<file path="config.mk">
export PLATFORM = sky130hd
export DESIGN_NAME = incremental_pi_motor_drive_top
export DESIGN_NICKNAME = d
export VERILOG_FILES = /design/src/hw/rtl/ipmd_pkg.sv /design/src/hw/rtl/ipmd_cfg.sv /design/src/hw/rtl/ipmd_state.sv /design/src/hw/rtl/ipmd_calc.sv /design/src/hw/rtl/incremental_pi_motor_drive_top.sv
export VERILOG_INCLUDE_DIRS = /design/src /design/src/hw/rtl
export SDC_FILE = /design/constraint.sdc
export NUM_CORES = 2
export LEC_CHECK = 0
export ABC_AREA = 1
export BUFFER_PORTS_ARGS = -buffer_cell sky130_fd_sc_hd__buf_2
export CORE_MARGIN = 3
export CORE_UTILIZATION = 45
export CTS_BUF_LIST = sky130_fd_sc_hd__clkbuf_4 sky130_fd_sc_hd__clkbuf_8 sky130_fd_sc_hd__clkbuf_16
export CTS_CLUSTER_SIZE = 25
export DETAILED_ROUTE_END_ITERATION = 10
export PLACE_DENSITY_LB_ADDON = 0.3
export SETUP_SLACK_MARGIN = 0.05
export SLEW_MARGIN = 20
export SYNTH_ARGS = -nofsm -noshare
export SYNTH_HDL_FRONTEND = slang
export SYNTH_SLANG_ARGS = --single-unit
export TNS_END_PERCENT = 30
</file>
<file path="constraint.sdc">
create_clock -name aclk -period 17.28 [get_ports aclk]
set_input_delay 3.456 -clock aclk [delete_from_list [all_inputs] [get_ports aclk]]
set_output_delay 3.456 -clock aclk [all_outputs]
set_load 0.03 [all_outputs]
</file>
<file path="src/hw/rtl/incremental_pi_motor_drive_top_macros.svh">
// ----------------------------------------------------------------------------
// Assertion macros for the incremental PI motor drive
// Shared concurrent assertion forms, clocked on aclk, off while in reset.
// ----------------------------------------------------------------------------
`ifndef INCREMENTAL_PI_MOTOR_DRIVE_TOP_MACROS_SVH
`define INCREMENTAL_PI_MOTOR_DRIVE_TOP_MACROS_SVH

// Consequent must hold in the same cycle as the antecedent.
`define IPMD_ASSERT_NOW(lbl, ante, cons, msg) \
    lbl: assert property (@(posedge aclk) disable iff (!aresetn) (ante) |-> (cons)) \
        else $error(msg);

// Consequent must hold in the cycle after the antecedent.
`define IPMD_ASSERT_NEXT(lbl, ante, cons, msg) \
    lbl: assert property (@(posedge aclk) disable iff (!aresetn) (ante) |=> (cons)) \
        else $error(msg);

`endif

</file>
<file path="src/hw/rtl/ipmd_pkg.sv">
// ----------------------------------------------------------------------------
// Incremental PI motor drive package
// Widths, limits, register indexes and shared types.
// ----------------------------------------------------------------------------
`default_nettype none

package ipmd_pkg;

    localparam int CHANNELS_DEF       = 2;
    localparam int GAIN_FRAC_BITS_DEF = 8;

    // Output clamp; the drive field is fixed at 13 bits, so the limit is too.
    localparam int OUTPUT_LIMIT = 3600;

    localparam int SPEED_W = 16;
    localparam int ERR_W   = 17;
    localparam int GAIN_W  = 16;
    localparam int DRIVE_W = 13;
    localparam int DUTY_W  = 12;
    localparam int CFG_IDX_W = 2;

    localparam int S_TDATA_W = 32;
    localparam int M_TDATA_W = 32;

    typedef enum logic [CFG_IDX_W-1:0] {
        REG_DELTA_GAIN_A = 2'd0,
        REG_ERROR_GAIN_A = 2'd1,
        REG_DELTA_GAIN_B = 2'd2,
        REG_ERROR_GAIN_B = 2'd3
    } cfg_reg_t;

    typedef struct packed {
        logic [GAIN_W-1:0] delta_gain;
        logic [GAIN_W-1:0] error_gain;
    } gain_pair_t;

    typedef struct packed {
        logic signed [DRIVE_W-1:0] acc;
        logic signed [ERR_W-1:0]   prev_err;
    } chan_state_t;

    typedef struct packed {
        logic signed [DRIVE_W-1:0] drive;
        logic                      forward;
        logic [DUTY_W-1:0]         duty;
    } drive_out_t;

endpackage

`default_nettype wire

</file>
<file path="src/hw/rtl/ipmd_cfg.sv">
// ----------------------------------------------------------------------------
// Gain register file
// Holds the four Q8.8 gains and selects the pair for the active channel.
// ----------------------------------------------------------------------------
`default_nettype none

module ipmd_cfg (
    input  wire logic                           aclk,
    input  wire logic                           aresetn,
    input  wire logic                           cfg_wr_en,
    input  wire logic [ipmd_pkg::CFG_IDX_W-1:0] cfg_index,
    input  wire logic [ipmd_pkg::GAIN_W-1:0]    cfg_wdata,
    input  wire logic                           sel_chan,
    output ipmd_pkg::gain_pair_t                gains
);
    import ipmd_pkg::*;

    logic [GAIN_W-1:0] delta_a_reg;
    logic [GAIN_W-1:0] error_a_reg;
    logic [GAIN_W-1:0] delta_b_reg;
    logic [GAIN_W-1:0] error_b_reg;

    always_ff @(posedge aclk) begin
        if (!aresetn) begin
            delta_a_reg <= GAIN_W'(128);
            error_a_reg <= GAIN_W'(256);
            delta_b_reg <= GAIN_W'(128);
            error_b_reg <= GAIN_W'(256);
        end else if (cfg_wr_en) begin
            unique case (cfg_reg_t'(cfg_index))
                REG_DELTA_GAIN_A: delta_a_reg <= cfg_wdata;
                REG_ERROR_GAIN_A: error_a_reg <= cfg_wdata;
                REG_DELTA_GAIN_B: delta_b_reg <= cfg_wdata;
                REG_ERROR_GAIN_B: error_b_reg <= cfg_wdata;
                default: ;
            endcase
        end
    end

    // Channel 0 uses the A pair, every other channel the B pair.
    always_comb begin
        if (!sel_chan) begin
            gains.delta_gain = delta_a_reg;
            gains.error_gain = error_a_reg;
        end else begin
            gains.delta_gain = delta_b_reg;
            gains.error_gain = error_b_reg;
        end
    end

endmodule

`default_nettype wire

</file>
<file path="src/hw/rtl/ipmd_state.sv">
// ----------------------------------------------------------------------------
// Per-channel loop state
// Accumulator and previous error for each channel, cleared by reset.
// ----------------------------------------------------------------------------
`default_nettype none
`include "incremental_pi_motor_drive_top_macros.svh"

module ipmd_state #(
    parameter int CHANNELS = ipmd_pkg::CHANNELS_DEF,
    parameter int IDX_W    = (CHANNELS > 1) ? $clog2(CHANNELS) : 1
) (
    input  wire logic              aclk,
    input  wire logic              aresetn,
    input  wire logic [IDX_W-1:0]  idx,
    output ipmd_pkg::chan_state_t  rd_state,
    input  wire logic              wr_en,
    input  wire ipmd_pkg::chan_state_t wr_state
);
    import ipmd_pkg::*;

    chan_state_t state_reg [CHANNELS];

    always_ff @(posedge aclk) begin
        if (!aresetn) begin
            for (int i = 0; i < CHANNELS; i++) begin
                state_reg[i] <= '0;
            end
        end else if (wr_en) begin
            state_reg[idx] <= wr_state;
        end
    end

    assign rd_state = state_reg[idx];

    `IPMD_ASSERT_NEXT(a_acc_written, wr_en && aresetn,
        state_reg[$past(idx)].acc == $past(wr_state.acc),
        "accumulator update lost")
    `IPMD_ASSERT_NEXT(a_err_written, wr_en && aresetn,
        state_reg[$past(idx)].prev_err == $past(wr_state.prev_err),
        "previous error update lost")
    `IPMD_ASSERT_NOW(a_acc_bounded, 1'b1,
        (rd_state.acc <= DRIVE_W'(OUTPUT_LIMIT)) && (rd_state.acc >= -DRIVE_W'(OUTPUT_LIMIT)),
        "accumulator outside drive limit")

endmodule

`default_nettype wire

</file>
<file path="src/hw/rtl/ipmd_calc.sv">
// ----------------------------------------------------------------------------
// PI update datapath
// Error, incremental PI sum, truncation toward zero and output clamp.
// ----------------------------------------------------------------------------
`default_nettype none

module ipmd_calc #(
    parameter int GAIN_FRAC_BITS = ipmd_pkg::GAIN_FRAC_BITS_DEF
) (
    input  wire logic signed [ipmd_pkg::SPEED_W-1:0] target_speed,
    input  wire logic signed [ipmd_pkg::SPEED_W-1:0] measured_speed,
    input  wire ipmd_pkg::chan_state_t               cur_state,
    input  wire ipmd_pkg::gain_pair_t                gains,
    output ipmd_pkg::chan_state_t                    new_state,
    output ipmd_pkg::drive_out_t                     result
);
    import ipmd_pkg::*;

    localparam int DIFF_W  = ERR_W + 1;
    localparam int PD_W    = DIFF_W + GAIN_W + 1;
    localparam int PE_W    = ERR_W + GAIN_W + 1;
    localparam int ACCS_W  = DRIVE_W + GAIN_FRAC_BITS;
    localparam int SUM_W   = ((ACCS_W > PD_W) ? ACCS_W : PD_W) + 2;
    localparam logic signed [SUM_W-1:0] BIAS  = (SUM_W'(1) << GAIN_FRAC_BITS) - SUM_W'(1);
    localparam logic signed [SUM_W-1:0] LIMIT = SUM_W'(OUTPUT_LIMIT);

    logic signed [ERR_W-1:0]   err;
    logic signed [DIFF_W-1:0]  diff;
    logic signed [PD_W-1:0]    p_delta;
    logic signed [PE_W-1:0]    p_error;
    logic signed [SUM_W-1:0]   acc_scaled;
    logic signed [SUM_W-1:0]   sum;
    logic signed [SUM_W-1:0]   quot;
    logic signed [SUM_W-1:0]   clamped;
    logic signed [DRIVE_W-1:0] drive;
    logic signed [DRIVE_W-1:0] mag;

    assign err  = ERR_W'(target_speed) - ERR_W'(measured_speed);
    assign diff = DIFF_W'(err) - DIFF_W'(cur_state.prev_err);

    assign p_delta = PD_W'(diff) * $signed({1'b0, gains.delta_gain});
    assign p_error = PE_W'(err) * $signed({1'b0, gains.error_gain});

    assign acc_scaled = SUM_W'(cur_state.acc) <<< GAIN_FRAC_BITS;
    assign sum = acc_scaled + SUM_W'(p_delta) + SUM_W'(p_error);

    // Truncate toward zero: bias negative sums before the arithmetic shift.
    // Keep both arms signed so the shift stays arithmetic.
    assign quot = (sum + (sum[SUM_W-1] ? BIAS : SUM_W'(0))) >>> GAIN_FRAC_BITS;

    always_comb begin
        priority if (quot > LIMIT) begin
            clamped = LIMIT;
        end else if (quot < -LIMIT) begin
            clamped = -LIMIT;
        end else begin
            clamped = quot;
        end
    end

    assign drive = clamped[DRIVE_W-1:0];
    assign mag   = drive[DRIVE_W-1] ? -drive : drive;

    assign new_state.acc      = drive;
    assign new_state.prev_err = err;

    assign result.drive   = drive;
    assign result.forward = !drive[DRIVE_W-1] && (|drive);
    assign result.duty    = mag[DUTY_W-1:0];

endmodule

`default_nettype wire

</file>
<file path="src/hw/rtl/incremental_pi_motor_drive_top.sv">
// ----------------------------------------------------------------------------
// Incremental PI motor drive, top level
// Two-channel velocity-form PI speed loop with a streaming in/out interface.
// ----------------------------------------------------------------------------
// One speed sample per cycle is taken in while s_tready is high; each
// produces one drive result. A sample is captured in the input register on
// acceptance; the PI update (two multiplies, a three-term sum, truncation
// and clamp) is computed from that register and lands in the result
// register, which drives m_tvalid. The accumulator and previous error of the
// channel are committed in the same edge as the result, so samples for the
// same channel may follow back to back and still see the updated state.
// Sustained rate is one transaction per cycle while m_tready stays high, set
// by the single update path between the two registers; s_tready drops only
// while a result waits on m_tready with another sample already held. Gains
// must be written through the cfg_ port only while no sample is in flight;
// the block does not enforce this. Reset sets them to 0.5 (delta) and 1.0
// (error) in Q8.8 and clears all channel state.
// ----------------------------------------------------------------------------
`default_nettype none
`include "incremental_pi_motor_drive_top_macros.svh"

module incremental_pi_motor_drive_top #(
    parameter int CHANNELS       = ipmd_pkg::CHANNELS_DEF,
    parameter int GAIN_FRAC_BITS = ipmd_pkg::GAIN_FRAC_BITS_DEF
) (
    input  wire logic                           aclk,
    input  wire logic                           aresetn,
    // gain configuration
    input  wire logic                           cfg_wr_en,
    input  wire logic [ipmd_pkg::CFG_IDX_W-1:0] cfg_index,
    input  wire logic [ipmd_pkg::GAIN_W-1:0]    cfg_wdata,
    // speed samples
    input  wire logic                           s_tvalid,
    output logic                                s_tready,
    input  wire logic [ipmd_pkg::S_TDATA_W-1:0] s_tdata,  // target_speed, measured_speed
    input  wire logic                           s_tuser,  // channel
    // drive results
    output logic                                m_tvalid,
    input  wire logic                           m_tready,
    output logic [ipmd_pkg::M_TDATA_W-1:0]      m_tdata,  // drive, forward, duty, zero pad
    output logic                                m_tuser   // out_channel
);
    import ipmd_pkg::*;

    localparam int IDX_W = (CHANNELS > 1) ? $clog2(CHANNELS) : 1;
    localparam int PAD_W = M_TDATA_W - DRIVE_W - 1 - DUTY_W;

    // input register
    logic                      in_valid_reg;
    logic                      in_valid_next;
    logic                      in_chan_reg;
    logic signed [SPEED_W-1:0] in_target_reg;
    logic signed [SPEED_W-1:0] in_meas_reg;

    // result register
    logic                      out_valid_reg;
    logic                      out_valid_next;
    logic                      out_chan_reg;
    drive_out_t                out_data_reg;

    logic                      accept;
    logic                      advance;
    logic [IDX_W-1:0]          chan_idx;
    gain_pair_t                gains;
    chan_state_t               cur_state;
    chan_state_t               new_state;
    drive_out_t                result;

    // Move the held sample forward when the result slot is free or draining.
    assign advance  = in_valid_reg && (!out_valid_reg || m_tready);
    assign s_tready = !in_valid_reg || advance;
    assign accept   = s_tvalid && s_tready;

    always_comb begin
        in_valid_next  = accept ? 1'b1 : (advance ? 1'b0 : in_valid_reg);
        out_valid_next = advance ? 1'b1 : ((m_tready) ? 1'b0 : out_valid_reg);
    end

    always_ff @(posedge aclk) begin
        if (!aresetn) begin
            in_valid_reg  <= 1'b0;
            out_valid_reg <= 1'b0;
        end else begin
            in_valid_reg  <= in_valid_next;
            out_valid_reg <= out_valid_next;
        end
    end

    // Payload registers: capture on their transaction, hold otherwise.
    always_ff @(posedge aclk) begin
        if (accept) begin
            in_chan_reg   <= s_tuser;
            in_target_reg <= s_tdata[SPEED_W-1:0];
            in_meas_reg   <= s_tdata[2*SPEED_W-1:SPEED_W];
        end
        if (advance) begin
            out_chan_reg <= in_chan_reg;
            out_data_reg <= result;
        end
    end

    // Channels beyond the state depth fold back by modulo; with a one-bit
    // channel that only matters for a single-channel build.
    assign chan_idx = (CHANNELS > 1) ? IDX_W'(in_chan_reg) : '0;

    ipmd_cfg u_cfg (
        .aclk      (aclk),
        .aresetn   (aresetn),
        .cfg_wr_en (cfg_wr_en),
        .cfg_index (cfg_index),
        .cfg_wdata (cfg_wdata),
        .sel_chan  (in_chan_reg),
        .gains     (gains)
    );

    ipmd_state #(
        .CHANNELS (CHANNELS),
        .IDX_W    (IDX_W)
    ) u_state (
        .aclk     (aclk),
        .aresetn  (aresetn),
        .idx      (chan_idx),
        .rd_state (cur_state),
        .wr_en    (advance),
        .wr_state (new_state)
    );

    ipmd_calc #(
        .GAIN_FRAC_BITS (GAIN_FRAC_BITS)
    ) u_calc (
        .target_speed   (in_target_reg),
        .measured_speed (in_meas_reg),
        .cur_state      (cur_state),
        .gains          (gains),
        .new_state      (new_state),
        .result         (result)
    );

    assign m_tvalid = out_valid_reg;
    assign m_tuser  = out_chan_reg;
    assign m_tdata  = {PAD_W'(0), out_data_reg.duty, out_data_reg.forward, out_data_reg.drive};

    `IPMD_ASSERT_NEXT(a_advance_gives_result, advance && aresetn, m_tvalid,
        "processed sample produced no result")
    `IPMD_ASSERT_NOW(a_ready_only_when_held, !s_tready, in_valid_reg && out_valid_reg,
        "input stalled without a held sample and a waiting result")
    `IPMD_ASSERT_NOW(a_result_consistent, m_tvalid,
        (out_data_reg.forward == (!out_data_reg.drive[DRIVE_W-1] && (|out_data_reg.drive)))
        && (DRIVE_W'(out_data_reg.duty) == (out_data_reg.drive[DRIVE_W-1] ?
            -out_data_reg.drive : out_data_reg.drive)),
        "direction or duty disagrees with drive")

endmodule

`default_nettype wire
</file>
Word level (Yosys, flattened, before mapping)
Memory sizes are Yosys's and may differ from the RTL's. A register that Yosys moved wholly into a read port is not among the register bits. Cells that the tools add are included.

Equality and inequality tests: 3. $mul: 2. Add/sub/neg operators: 6. $lt $le $gt $ge: 2. Reductions and logical operators: 17. Multiplexer cells: 17.

Operators with widths (count): $add A36 B34 Y37 (1); $add A37 B9 Y37 (1); $add A21 B35 Y36 (1); $mul A18 B17 Y35 (1); $mul A17 B17 Y34 (1); $mux W32 (1); $mux W30 (1); $reduce_or A30 Y1 (1); $gt A29 B13 Y1 const B (1); $lt A29 B13 Y1 const B (1); $mux W13 (2); $sub A17 B17 Y18 (1); $sub A16 B16 Y17 (1); $reduce_or A13 Y1 (1); $mux W12 (1); $neg A12 Y12 (1); $mux W1 (11); $mux W8 (1); $reduce_and A2 Y1 (4); $eq A2 B2 Y1 const B (2); $reduce_bool A2 Y1 (2); $logic_and A1 B1 Y1 (3); $logic_not A1 Y1 (3); $eq A2 B1 Y1 const B (1); 2 further kinds (3).

Flip-flop bits (word level): 126. Memory bits (writable): 60. Memories kept: 1. Word-level logic and storage cells: 61.

Memory list: u_state.state_reg (words 2, width 30, rd ports 1, clocked after Yosys merged registers in 1, write ports 2, RTL line ipmd_state.sv:21) `chan_state_t state_reg [CHANNELS];`.

Longest topological paths before layout
Depth in word-level cells: 12. Gate-level depth with buffers: 88. Mapped depth without buffers: 84.

By module
A second synthesis with hierarchy kept.

Cells, all modules: 4354. Area total of the unflattened synthesis: 34354.2 um^2.

Modules (own cells, without submodules): ipmd_calc (instances 1, cells an instance 3542, seq. area each 0.0 um^2, area each 26898.3 um^2); ipmd_cfg (instances 1, cells an instance 475, seq. area each 1281.2 um^2, area each 2951.6 um^2); ipmd_state (instances 1, cells an instance 257, seq. area each 1801.7 um^2, area each 2558.7 um^2); incremental_pi_motor_drive_top (instances 1, cells an instance 80, seq. area each 1841.8 um^2, area each 1945.6 um^2).

Least setup slack after synthesis
OpenSTA, ideal clock, no wires.

Path kind: register to register. Start: register in_target_reg[2]. End: register out_data_reg, in the netlist m_tdata[20] (data pin). Setup time: 261 ps. Path buffers: 6. Slack: 4302 ps. Cell stages (with the launch flop): 81. Period minus slack after synthesis: 12978 ps. Data required time: 17019 ps. Data arrival time: 12717 ps. Cells stage by stage: edfxtp_1 ha_1 a21oi_1 nand2_1 a21oi_1 o21bai_1 nand2_1 nand2_1 a21oi_1 or2_2 nand2_1 a21oi_1 inv_1 a21oi_1 o21bai_1 or2_2 nand2_1 inv_1 [45 not listed] clkinv_1 nand2_1 nand2_1 nor2_1 nand3_1 nor2_1 nand3_1 nand3_4 buf_6 inv_1 nor2_1 inv_1 ha_1 inv_1 nor2_1 nand3_1 nand2_1 xor2_1.

RTL lines: start, declared (RTL line incremental_pi_motor_drive_top.sv:52) `logic signed [SPEED_W-1:0] in_target_reg;`; start signal, assigned (RTL line incremental_pi_motor_drive_top.sv:93) `in_target_reg <= s_tdata[SPEED_W-1:0];`; end signal, assigned (RTL line incremental_pi_motor_drive_top.sv:98) `out_data_reg <= result;`; end, declared (RTL line incremental_pi_motor_drive_top.sv:59) `drive_out_t out_data_reg;`.

==> flow_metrics.tcl <==
set metrics [dict create \
    clock_sinks 186 \
    clock_skew_ps 17.2 \
    slowest_stage "fa_1" \
    seq_area_frac_synth_pct 14.8 \
    fin_ws_ps 1440 \
    finalCriticalPeriod_ps 15840 \
    min_path_cells 2 \
    fmax_mhz 63.1 \
    synth_cell_types 56 \
    synth-edff-count 119 \
    final_cell_area_sq_mm 0.0354 \
    core_area_sq_mm 0.0731 \
    syn2layout_area_growth_pct 6.37 \
    largest_reg_flops 60 \
    syn_inst 4050 \
    die_w_microns 278 \
    grt_use_total_pct 25.3 \
    cp-start-kind "flop" \
    syn-cell-area_sq_mm 0.0333 \
    antenna_found_initial 0 \
    via_per_inst 5.08 \
    grt_overflow 0 \
    hold_class "flop to flop" \
    crit_start "in_meas_reg[0]$_DFFE_PP_" \
    rsz0062_at_grt "no" \
    r2r.worst_path.cells 74 \
    drtAntennaViolNets 0 \
    dp_hpwl_mm 81.1 \
    place_ws_ps 1530 \
    path_class "flop to flop" \
    ys.flop_type "edfxtp_1" \
    nets 5019 \
    worstMarginPinSlew_ps 1100 \
    post-route-drc-count 0 \
    min_to "u_cfg.delta_a_reg[13]$_SDFFE_PN0P_" \
    synth_top_area_share_pct 39.6 \
    cts_tree "done" \
    crit_fanout 14 \
    reg2reg_to "m_tdata[22]$_DFFE_PP_" \
    arrival_ps 16060 \
    utilization_pct 48.5 \
    grt_pass1_wl_mm 152 \
    cts_max_path_buffers 2 \
    num_vias 25800 \
    initial_core_util_pct 45.6 \
    die_area_sq_mm 0.0773 \
    firstDrtPassIters 6 \
    wl_mm 93.7 \
    synth_top_family_by_area "adder cells" \
    synth_fa_ha_area_share_pct 47.0 \
    cts_root_buffer "clkbuf_16" \
    ys_top_cells_by_area "fa_1 40%, inv_1 11%, edfxtp_1 11%" \
    rows 99 \
    cp.required_ps 17490 \
    clk_pin_slew_ps 70 \
    num_antenna_cells 0 \
    cts_setup_buffers 0 \
    die_h_microns 278 \
    slew_viol_final 0 \
    synth_xor_area_share_pct 1.25 \
    drive_gt1_share_pct 6.07 \
    cts_made_buffers 17 \
    finalCritPeriodShare_pct 91.7 \
    ys_seq_elements 186 \
    io_pins 91 \
    status "finished clean" \
    synth_compound_area_share_pct 3.95 \
    min_from "u_cfg.delta_a_reg[13]$_SDFFE_PN0P_" \
    port_buffers 84 \
    yosys.area_share.simple_pct 19.1 \
    synth_top_area_cell "fa_1" \
    htreeDepth 4 \
    timing.rr.start "in_meas_reg[0]$_DFFE_PP_" \
    endpoint_kind "flop" \
    drt_first_iter_violations 2073 \
    cp_common_cell "nand2_1" \
    setup_tns_ps 0 \
    reg2reg_setup_slack_ps 1440 \
    first_global_vias 27100 \
    clkLatencyLatePin_ps 450 \
    placed_area_sq_mm 0.0349 \
    gp_congestion 0.954 \
    synthMuxAreaShare_pct 1.03 \
    relSlewSlack_pct 25.6 \
    holdBufCountCts 0 \
    synth-warning-count 0 \
    setup_violations 0 \
    max_cap_violations 0 \
    slowest_delay_ps 670 \
    grt_max_degree 68 \
    async_reset_ff_share_pct 0 \
    cts_resized 0 \
    wl_per_cell_microns 18.5 \
    synth.avg_cell_area_sq_um 8.22 \
    hold_viol 0 \
]
[worst max-delay path: cells and delay by family (launching register included)]
kind,cells,cell delay [ps]
buffers and inverters,12,1990
AND/OR/NAND/NOR,37,4730
flip-flops,1,370
adder cells (fa/ha/maj),14,6380
AO/OA/AOI/OAI,11,2110
[stage by stage]
stage / instances / hold slack (ps)
finish: 5079 / 451
global route: 5079 / 468
CTS: 5079 / 449
detailed placement: 5047 / 439
global placement: 5047 / 436
floorplan: 4055 / 424
[cells in the final DEF, fill, tap and decap left out, drive strengths merged, types with 29 or more instances in the layout]
cell	count
buf	125
nand2	791
edfxtp	119
o21ai	124
ha	198
inv	1021
nor2	567
clkinv	30
a21oi	86
dfxtp	67
nand3	115
fa	658
xor2	32
nand4	29
[kinds of logic after synthesis]
| logic type | Yosys count |
|---|---|
| AOI/OAI and AO/OA | 243 |
| buffers and inverters | 1132 |
| xor gates and xnor gates | 46 |
| adders and majority gates | 856 |
| and+or+nand+nor | 1553 |
| DFF | 186 |
| other | 1 |
| muxes | 33 |
[cell type report]
cell class	count	area, sq um
well taps	959	1200
flip-flops and latches	186	4920
fillers	7106	37700
clock inverters	12	101
clock buffers	20	465
multi-input cells	2737	24100
inverters	1040	3910
repair buffers	125	728
[routing by layer]
layer	vias to the layer above	global-route usage, %	wire [microns]
met5	-	0	0
met3	150	4.28	6800
met1	12800	34.6	39800
met2	889	41.6	44200
li1	12000	-	-
met4	0	7.50	2950
[how the worst max path moves through the flow]
stage | end | slack (ps)
global route | m_tdata[22]$_DFFE_PP_ | 90
global placement | m_tdata[22]$_DFFE_PP_ | 1680
finish | m_tdata[22]$_DFFE_PP_ | 1440
floorplan | m_tdata[20]$_DFFE_PP_ | 4300
CTS | m_tdata[22]$_DFFE_PP_ | 1490
detailed placement | m_tdata[20]$_DFFE_PP_ | 1530
[cells in the mapped netlist (2+ instances only)]
cell and n:
nor3_1 14, mux2i_1 24, o21bai_1 11, or2_2 23
clkbuf_1 75, nand3b_1 5, buf_1 5, nor2_1 557
a21oi_1 86, edfxtp_1 119, o21ai_0 99, nand4_4 2
mux2_2 9, clkinv_1 23, nand2_2 12, dfxtp_1 67
a21o_1 10, nor3_2 3, nand3_1 105, o21ai_1 24
o211ai_1 2, and2_1 2, xor2_2 2, nand4_1 25
nand3_2 9, ha_1 198, nand2_1 778, xor2_1 30
inv_2 12, nand4_2 2, inv_1 1004, buf_4 8
fa_1 658, xnor2_1 14, buf_6 4, nor2_2 9
Power is not shown: default switching activity piles up to over one toggle a cycle in this logic, so the estimate is an artifact.
